### src/rtl/core/mcs_pkg.sv
// Shared types, constants and helpers for the max clique search unit.
// No dependencies; imported by every module of the block.
`default_nettype none

package mcs_pkg;

  // Fixed geometry of the adjacency rows and of the beat fields
  localparam int MCS_ROW_SLOTS    = 32;
  localparam int MCS_MAX_VERTICES = 32;
  localparam int MCS_ROW_W        = 32;
  localparam int MCS_IDX_W        = 5;
  localparam int MCS_VCNT_W       = 6;
  localparam int MCS_LB_W         = 7;
  localparam int MCS_DEG_W        = 6;
  localparam int MCS_BEST_W       = 8;

  // Request codes
  localparam logic REQ_LOAD = 1'b0;
  localparam logic REQ_RUN  = 1'b1;

  // Lowest reportable clique size (7-bit signed result)
  localparam logic signed [MCS_BEST_W-1:0] SIZE_MIN = -8'sd64;

  // Controller to datapath commands
  typedef struct packed {
    logic load;    // write one adjacency row
    logic start;   // initialise a search
    logic step;    // one try or one pop
    logic finish;  // capture the result
  } mcs_cmd_t;

  // Datapath to controller status
  typedef struct packed {
    logic exhausted;    // candidate has run past the vertex count
    logic stack_empty;  // no vertex on the stack
  } mcs_stat_t;

  // Number of set bits in one row
  function automatic logic [MCS_DEG_W-1:0] row_popcount(input logic [MCS_ROW_W-1:0] row);
    logic [MCS_DEG_W-1:0] cnt;
    cnt = '0;
    for (int i = 0; i < MCS_ROW_W; i++) begin
      cnt = cnt + MCS_DEG_W'(row[i]);
    end
    return cnt;
  endfunction

endpackage

`default_nettype wire

### src/rtl/core/mcs_datapath.sv
// Datapath of the max clique search unit: row and degree stores, vertex
// stack, search registers and result register. Depends on mcs_pkg.
`default_nettype none

module mcs_datapath
  import mcs_pkg::*;
#(
  parameter int MAX_VERTICES = MCS_MAX_VERTICES
) (
  input  wire logic                        clk,
  input  wire logic                        rst_n,
  input  wire mcs_cmd_t                    cmd,
  output mcs_stat_t                        stat,
  input  wire logic [MCS_IDX_W-1:0]        in_row_index,
  input  wire logic [MCS_ROW_W-1:0]        in_row_bits,
  input  wire logic [MCS_VCNT_W-1:0]       in_vertex_count,
  input  wire logic signed [MCS_LB_W-1:0]  in_lower_bound,
  output logic signed [MCS_LB_W-1:0]       out_max_size,
  output logic                             out_clique_found,
  output logic [MCS_ROW_W-1:0]             out_clique_mask
);

  localparam int ROWS = (MAX_VERTICES < MCS_ROW_SLOTS) ? MAX_VERTICES : MCS_ROW_SLOTS;
  localparam int IW   = $clog2(ROWS);
  localparam int SZW  = IW + 1;

  // Stores (no reset: contents undefined until written)
  logic [MCS_ROW_W-1:0] rows_r  [ROWS];
  logic [MCS_DEG_W-1:0] deg_r   [ROWS];
  logic [IW-1:0]        stack_r [ROWS];

  // Search state
  logic [SZW-1:0]               depth_r, depth_nxt;
  logic [SZW-1:0]               cand_r, cand_nxt;
  logic [SZW-1:0]               n_r, n_nxt;
  logic [SZW-1:0]               size_r, size_nxt;
  logic [MCS_ROW_W-1:0]         clique_r, clique_nxt;
  logic signed [MCS_BEST_W-1:0] best_r, best_nxt;
  logic signed [MCS_BEST_W-1:0] start_r, start_nxt;
  logic [MCS_ROW_W-1:0]         best_clique_r, best_clique_nxt;

  // Result register
  logic signed [MCS_LB_W-1:0]   res_size_r;
  logic                         res_found_r;
  logic [MCS_ROW_W-1:0]         res_mask_r;

  logic [IW-1:0]                cand_idx;
  logic [SZW-1:0]               depth_m1;
  logic [IW-1:0]                top_v;
  logic [MCS_ROW_W-1:0]         row_sel;
  logic [MCS_DEG_W-1:0]         deg_sel;
  logic                         deg_ok;
  logic                         fits;
  logic                         push;
  logic [SZW-1:0]               size_inc;
  logic                         grows;
  logic [MCS_ROW_W-1:0]         cand_bit;
  logic [MCS_ROW_W-1:0]         top_bit;
  logic                         row_ok;
  logic [IW-1:0]                wr_idx;
  logic signed [MCS_BEST_W-1:0] lb_ext;

  // Reads of the stores for the current step
  assign cand_idx = cand_r[IW-1:0];
  assign depth_m1 = depth_r - 1'b1;
  assign top_v    = stack_r[depth_m1[IW-1:0]];
  assign row_sel  = rows_r[cand_idx];
  assign deg_sel  = deg_r[cand_idx];
  assign cand_bit = {1'b1, {(MCS_ROW_W-1){1'b0}}} >> cand_idx;
  assign top_bit  = {1'b1, {(MCS_ROW_W-1){1'b0}}} >> top_v;

  // Admission test for the candidate
  assign deg_ok   = $signed({2'b00, deg_sel}) >= (best_r - 8'sd1);
  assign fits     = (clique_r & ~row_sel) == '0;
  assign push     = deg_ok && fits;
  assign size_inc = size_r + 1'b1;
  assign grows    = $signed({{(MCS_BEST_W-SZW){1'b0}}, size_inc}) > best_r;

  assign stat.exhausted   = cand_r >= n_r;
  assign stat.stack_empty = depth_r == '0;

  // Load address
  assign row_ok = {2'b00, in_row_index} < 7'(MAX_VERTICES);
  assign wr_idx = in_row_index[IW-1:0];
  assign lb_ext = MCS_BEST_W'(in_lower_bound);

  // Next state of the search
  always_comb begin
    depth_nxt       = depth_r;
    cand_nxt        = cand_r;
    n_nxt           = n_r;
    size_nxt        = size_r;
    clique_nxt      = clique_r;
    best_nxt        = best_r;
    start_nxt       = start_r;
    best_clique_nxt = best_clique_r;
    if (cmd.start) begin
      depth_nxt       = '0;
      cand_nxt        = '0;
      size_nxt        = '0;
      clique_nxt      = '0;
      best_clique_nxt = '0;
      best_nxt        = lb_ext - 8'sd1;
      start_nxt       = lb_ext - 8'sd1;
      if (in_vertex_count > MCS_VCNT_W'(ROWS)) begin
        n_nxt = SZW'(ROWS);
      end else begin
        n_nxt = SZW'(in_vertex_count);
      end
    end else if (cmd.step) begin
      if (stat.exhausted) begin
        // backtrack: drop the top vertex, resume after it
        depth_nxt  = depth_m1;
        size_nxt   = size_r - 1'b1;
        clique_nxt = clique_r ^ top_bit;
        cand_nxt   = {1'b0, top_v} + 1'b1;
      end else begin
        cand_nxt = cand_r + 1'b1;
        if (push) begin
          depth_nxt  = depth_r + 1'b1;
          size_nxt   = size_inc;
          clique_nxt = clique_r ^ cand_bit;
          if (grows) begin
            best_nxt        = $signed({{(MCS_BEST_W-SZW){1'b0}}, size_inc});
            best_clique_nxt = clique_r ^ cand_bit;
          end
        end
      end
    end
  end

  // Search registers
  always_ff @(posedge clk) begin
    if (!rst_n) begin
      depth_r       <= '0;
      cand_r        <= '0;
      n_r           <= '0;
      size_r        <= '0;
      clique_r      <= '0;
      best_r        <= '0;
      start_r       <= '0;
      best_clique_r <= '0;
    end else begin
      depth_r       <= depth_nxt;
      cand_r        <= cand_nxt;
      n_r           <= n_nxt;
      size_r        <= size_nxt;
      clique_r      <= clique_nxt;
      best_r        <= best_nxt;
      start_r       <= start_nxt;
      best_clique_r <= best_clique_nxt;
    end
  end

  // Row, degree and stack stores
  always_ff @(posedge clk) begin
    if (cmd.load && row_ok) begin
      rows_r[wr_idx] <= in_row_bits;
      deg_r[wr_idx]  <= row_popcount(in_row_bits);
    end
    if (cmd.step && !stat.exhausted && push) begin
      stack_r[depth_r[IW-1:0]] <= cand_idx;
    end
  end

  // Result capture, size clamped to the 7-bit signed range
  always_ff @(posedge clk) begin
    if (cmd.finish) begin
      res_found_r <= best_r > start_r;
      res_mask_r  <= (best_r > start_r) ? best_clique_r : '0;
      if (best_r < SIZE_MIN) begin
        res_size_r <= SIZE_MIN[MCS_LB_W-1:0];
      end else begin
        res_size_r <= best_r[MCS_LB_W-1:0];
      end
    end
  end

  assign out_max_size     = res_size_r;
  assign out_clique_found = res_found_r;
  assign out_clique_mask  = res_mask_r;

endmodule

`default_nettype wire

### src/rtl/core/mcs_ctrl.sv
// Controller of the max clique search unit: input and output handshakes
// and the search sequencing. Depends on mcs_pkg.
`default_nettype none

module mcs_ctrl
  import mcs_pkg::*;
(
  input  wire logic      clk,
  input  wire logic      rst_n,
  input  wire logic      in_valid,
  input  wire logic      in_req_type,
  output logic           in_stall,
  output logic           out_valid,
  input  wire logic      out_stall,
  input  wire mcs_stat_t stat,
  output mcs_cmd_t       cmd
);

  typedef enum logic {
    ST_IDLE,
    ST_SEARCH
  } state_t;

  state_t state_r;
  logic   out_valid_r;
  logic   in_take;
  logic   search_end;

  // A run waits while a result beat is still pending; loads do not
  assign in_stall   = (state_r != ST_IDLE) || (out_valid_r && (in_req_type == REQ_RUN));
  assign in_take    = in_valid && !in_stall;
  assign search_end = stat.exhausted && stat.stack_empty;

  // Commands to the datapath
  assign cmd.load   = in_take && (in_req_type == REQ_LOAD);
  assign cmd.start  = in_take && (in_req_type == REQ_RUN);
  assign cmd.step   = (state_r == ST_SEARCH) && !search_end;
  assign cmd.finish = (state_r == ST_SEARCH) && search_end;

  // State and result-valid register
  always_ff @(posedge clk) begin
    if (!rst_n) begin
      state_r     <= ST_IDLE;
      out_valid_r <= 1'b0;
    end else begin
      if (out_valid_r && !out_stall) begin
        out_valid_r <= 1'b0;
      end
      unique case (state_r)
        ST_IDLE: begin
          if (cmd.start) begin
            state_r <= ST_SEARCH;
          end
        end
        ST_SEARCH: begin
          if (search_end) begin
            state_r     <= ST_IDLE;
            out_valid_r <= 1'b1;
          end
        end
        default: state_r <= ST_IDLE;
      endcase
    end
  end

  assign out_valid = out_valid_r;

endmodule

`default_nettype wire

### src/rtl/core/max_clique_search_unit.sv
// Max clique search unit: a load beat writes one adjacency row, one load per cycle
// while no search is running. A run beat starts a backtracking search that makes
// one candidate try or one stack pop per cycle, then captures the result in the
// result register and raises the output beat; runs are taken one at a time.
// Reset (rst_n low, synchronous) clears the controller and search registers;
// row, degree and stack stores are undefined until written.
`default_nettype none

module max_clique_search_unit
  import mcs_pkg::*;
#(
  parameter int MAX_VERTICES = MCS_MAX_VERTICES
) (
  input  wire logic                        clk,
  input  wire logic                        rst_n,
  input  wire logic                        in_valid,
  output logic                             in_stall,
  input  wire logic                        in_req_type,
  input  wire logic [MCS_IDX_W-1:0]        in_row_index,
  input  wire logic [MCS_ROW_W-1:0]        in_row_bits,
  input  wire logic [MCS_VCNT_W-1:0]       in_vertex_count,
  input  wire logic signed [MCS_LB_W-1:0]  in_lower_bound,
  output logic                             out_valid,
  input  wire logic                        out_stall,
  output logic signed [MCS_LB_W-1:0]       out_max_size,
  output logic                             out_clique_found,
  output logic [MCS_ROW_W-1:0]             out_clique_mask
);

  mcs_cmd_t  cmd;
  mcs_stat_t stat;

  mcs_ctrl u_ctrl (
    .clk         (clk),
    .rst_n       (rst_n),
    .in_valid    (in_valid),
    .in_req_type (in_req_type),
    .in_stall    (in_stall),
    .out_valid   (out_valid),
    .out_stall   (out_stall),
    .stat        (stat),
    .cmd         (cmd)
  );

  mcs_datapath #(
    .MAX_VERTICES (MAX_VERTICES)
  ) u_dp (
    .clk              (clk),
    .rst_n            (rst_n),
    .cmd              (cmd),
    .stat             (stat),
    .in_row_index     (in_row_index),
    .in_row_bits      (in_row_bits),
    .in_vertex_count  (in_vertex_count),
    .in_lower_bound   (in_lower_bound),
    .out_max_size     (out_max_size),
    .out_clique_found (out_clique_found),
    .out_clique_mask  (out_clique_mask)
  );

  // An accepted run keeps the input side busy in the next cycle
  a_run_busy: assert property (@(posedge clk) disable iff (!rst_n)
    (in_valid && !in_stall && in_req_type == REQ_RUN) |=> in_stall)
    else $error("run beat accepted but block not busy");

  // Result capture raises the output beat
  a_finish_valid: assert property (@(posedge clk) disable iff (!rst_n)
    cmd.finish |=> out_valid)
    else $error("search finished without a result beat");

  // No clique beyond the bound means an empty mask
  a_empty_mask: assert property (@(posedge clk) disable iff (!rst_n)
    (out_valid && !out_clique_found) |-> (out_clique_mask == '0))
    else $error("mask set without a found clique");

  // A reported clique has as many members as its size
  a_mask_size: assert property (@(posedge clk) disable iff (!rst_n)
    (out_valid && out_clique_found) |-> ($countones(out_clique_mask) == int'(out_max_size)))
    else $error("clique mask and size disagree");

endmodule

`default_nettype wire

### config.mk
export PLATFORM = sky130hd
export DESIGN_NAME = max_clique_search_unit
export DESIGN_NICKNAME = d
export VERILOG_FILES = /design/src/rtl/core/mcs_pkg.sv /design/src/rtl/core/mcs_datapath.sv /design/src/rtl/core/mcs_ctrl.sv /design/src/rtl/core/max_clique_search_unit.sv
export SDC_FILE = /design/constraint.sdc
export NUM_CORES = 2
export LEC_CHECK = 0
export BUFFER_PORTS_ARGS = -buffer_cell sky130_fd_sc_hd__buf_2
export CORE_MARGIN = 10
export CORE_UTILIZATION = 35
export DETAILED_ROUTE_END_ITERATION = 8
export RECOVER_POWER = 50
export SLEW_MARGIN = 20
export SYNTH_ARGS = -nofsm -noshare
export SYNTH_HDL_FRONTEND = slang
export SYNTH_SLANG_ARGS = --single-unit
### constraint.sdc
create_clock -name clk -period 8.1 [get_ports clk]
set_clock_uncertainty 0.2 [all_clocks]
set_input_delay 0.81 -clock clk [delete_from_list [all_inputs] [get_ports clk]]
set_output_delay 0.81 -clock clk [all_outputs]
set_load 0.02 [all_outputs]
==> results.cfg <==
[outcome]
outcome = finished with violations
violations = max-capacitance violations, max-slew violations

[yosys]
ys_seq_area_share_pct = 71.8
synth-edff-count = 1416
synth_flop_cell = edfxtp_1
ys_ff_latch = 1527
syn_area_um2 = 62300
yosysWarnings = 0
syn_avg_cell_area_um2 = 18.6
synth.distinct_cells = 90
ys_async_sr_fraction_pct = 0
synth_cells = 3357
syn_nets = 3480

[clock_network]
cts_hold_buf = 0
htreeDepth = 4
numCtsBuffers = 155
root_buffer = clkbuf_16
clk_latency_ns = 0.84
clkTransAtPathRegs_ns = 0.06
postCtsSetupRepairBufs = 0
cts_sinks = 1527
cts_buffer_depth = 3
cts_tree = yes
ctsResizeCount = 0

[sta]
worst_slack_ns = 1.45
worst_pin_slew_ns = 4.67
rsz0062_at_grt = false
slew_headroom_pct = -212
timing.final.crit_period_ns = 6.65
drv_slew = 749
fin_tns_setup_ns = 0
finalHoldViolations = 0
max_clock_freq_mhz = 150
fin_crit_sh_pct = 82.1
setup_viol = 0

[cells_and_area]
final_common_cell = edfxtp_1
syn2layout_area_growth_pct = 13.1
mostFrequentLayoutCells = edfxtp_1 (1,416), mux4_2 (312), mux2i_1 (172), nand2_1 (160), clkbuf_16 (155)
drive_above_1_share_pct = 19.8
layout.nets = 3660
final_core_util_pct = 39.9

[grt]
grt_pass1_wl_um = 254000
antenna_found_initial = 17
grt_max_degree = 81
groute.usage.overall_pct = 17.9
grt_pass1_vias = 32900
grt.overflow.total = 0

[critical_path]
r2r_cells = 15
cp_max_fo = 33
crit_path_start_kind = input pin
worstPathArrival_ns = 6.94
path_common_cell = fa_1
critical-path-slowest-cell = clkbuf_1
timing.rr.start = u_dp.cand_r[0]
required_ns = 8.39
cp_top_family = adder cells
r2r_slack_ns = 1.58
reg2reg_to = u_dp.clique_r[19]
slowest_delay_ns = 1.17
path_depth = 13
worstPathCellList = clkbuf_1, inv_1, fa_1, fa_1, inv_1, fa_1, inv_1, fa_1, fa_1, fa_1, fa_1, fa_1, inv_1
crit_type = in2reg
end_kind = register
cp_num_buf_inv = 5

[drt]
via_per_inst = 5.62
firstDrtPassIters = 6
drtAntennaViolNets = 0
wl_per_cell_um = 30.1
num_vias = 33800
wirelength_um = 181000
first_iter_violations = 4208
drc_errors = 0

[die]
die_h_um = 442
start_util_pct = 35.3
fp-row-count = 154
core_area_um2 = 176000
die_x_um = 442
io_pins = 97
die_area_um2 = 195000

[min_path]
hp-class = in2reg
holdPathEnd = u_ctrl.out_valid
hold_depth = 3
hold_start = out_stall

[power_and_ir_drop]
finalPower_mw = 20.8
cellPowerDensity_nw_per_um2 = 295
leakagePower_nw = 21.9
peakVddDrop_v = 0.000465

[placement]
pre_cts_ws_ns = 1.45
gp_congestion = 0.824
io_buffers = 96
dp_hpwl_um = 103000

[run]
drv_cap = 26
cell usage after synthesis, drive strengths merged (35+ instances only):
cell type  number  area [µm²]
and3           44         275
mux4          317        7160
ha             44         551
nand3          52         265
dfxtp         111        2220
and2           46         290
or3            35         219
buf           102         917
nor2          108         410
clkbuf         76         285
nand2         161         604
inv            89         334
o21ai          63         315
a22oi          68         510
mux2i         172        1720
a21oi          57         285
edfxtp       1416       42500
xnor2          48         420
routing by layer:
layer	global-route usage [%]	vias up	part of all wire [%]
met4	5.32	6	2.7
met3	3.82	288	8.3
li1	-	13900	-
met2	29.0	1562	48
met1	24.4	18100	41
met5	0	-	0.020
report_power, final:
part           total, mW  internal (mW)  switching, mW
logic               3.74           1.18           2.57
registers           10.0           9.91          0.107
clock network       7.04           3.88           3.16
total               20.8           15.0           5.84
flip-flops by register name (all words and copies together), names as in the netlist, 8 cells and up, named ones only:
signal and cells:
u_dp.best_clique_r 32, u_dp.out_clique_mask 32, u_dp.start_r 8, u_dp.stack_r 160, u_dp.clique_r 32, u_dp.rows_r 1024
u_dp.best_r 8, u_dp.deg_r 192
area by class of cell:
cell class                      count  area, µm²
Fill cell                       16000     106000
Clock buffer                      192       4030
Multi-Input combinational cell   1557      16200
Antenna cell                        4       10.0
Inverter                           91        342
Sequential cell                  1527      44800
Tap cell                         2340       2930
Clock inverter                     94        955
Timing Repair Buffer              205       1220
how the worst max path moves through the flow:
stage | start | end | slack (ns)
after CTS | in_row_bits[28] | u_dp.deg_r[14][1] | 2.21
final | in_row_bits[28] | u_dp.deg_r[14][1] | 1.45
after global routing | u_dp.cand_r[0] | u_dp.clique_r[1] | 1.13
after floorplan | in_row_bits[0] | u_dp.deg_r[0][4] | 1.59
after global placement | in_row_bits[1] | u_dp.deg_r[30][1] | 1.51
after detailed placement | in_row_bits[1] | u_dp.deg_r[31][1] | 1.45
cell families (layout without fill, tap and decap cells):
group / count (synthesis) / count (layout) / synth area share, %
AO/OA/AOI/OAI: 339 / 339 / 3.77
buffers and inverters: 273 / 582 / 2.53
other: 0 / 4 / 0
flip-flops: 1527 / 1527 / 71.8
adder cells (fa/ha/maj): 68 / 68 / 1.65
XOR/XNOR: 60 / 60 / 0.843
AND/OR/NAND/NOR: 581 / 581 / 4.77
multiplexers: 509 / 509 / 14.6
per-stage QoR:
step | cell area [µm²] | hold slack [ns] | std cells
final | 70500 | 0.0744 | 6010
after global routing | 70400 | 0.0762 | 6008
after global placement | 65600 | 0.248 | 5714
after floorplan | 62300 | 0.235 | 3357
after CTS | 70700 | 0.0399 | 6006
after detailed placement | 65700 | 0.259 | 5720
worst register-to-register path, cell delays in order (launching register included):
cell and delay (ns):
dfxtp_1 0.30, clkbuf_1 1.54, inv_1 0.63, ha_1 0.47, nand2b_1 0.14, a21o_1 0.17, a21o_1 0.17, a211oi_1 0.35
o21ba_2 0.57, o31ai_1 0.29, buf_4 0.23, nor3_1 0.29, a21oi_4 0.09, buf_4 0.35, or3_1 0.48, a21oi_1 0.15
No activity file was read; power rests on OpenSTA's default activity.
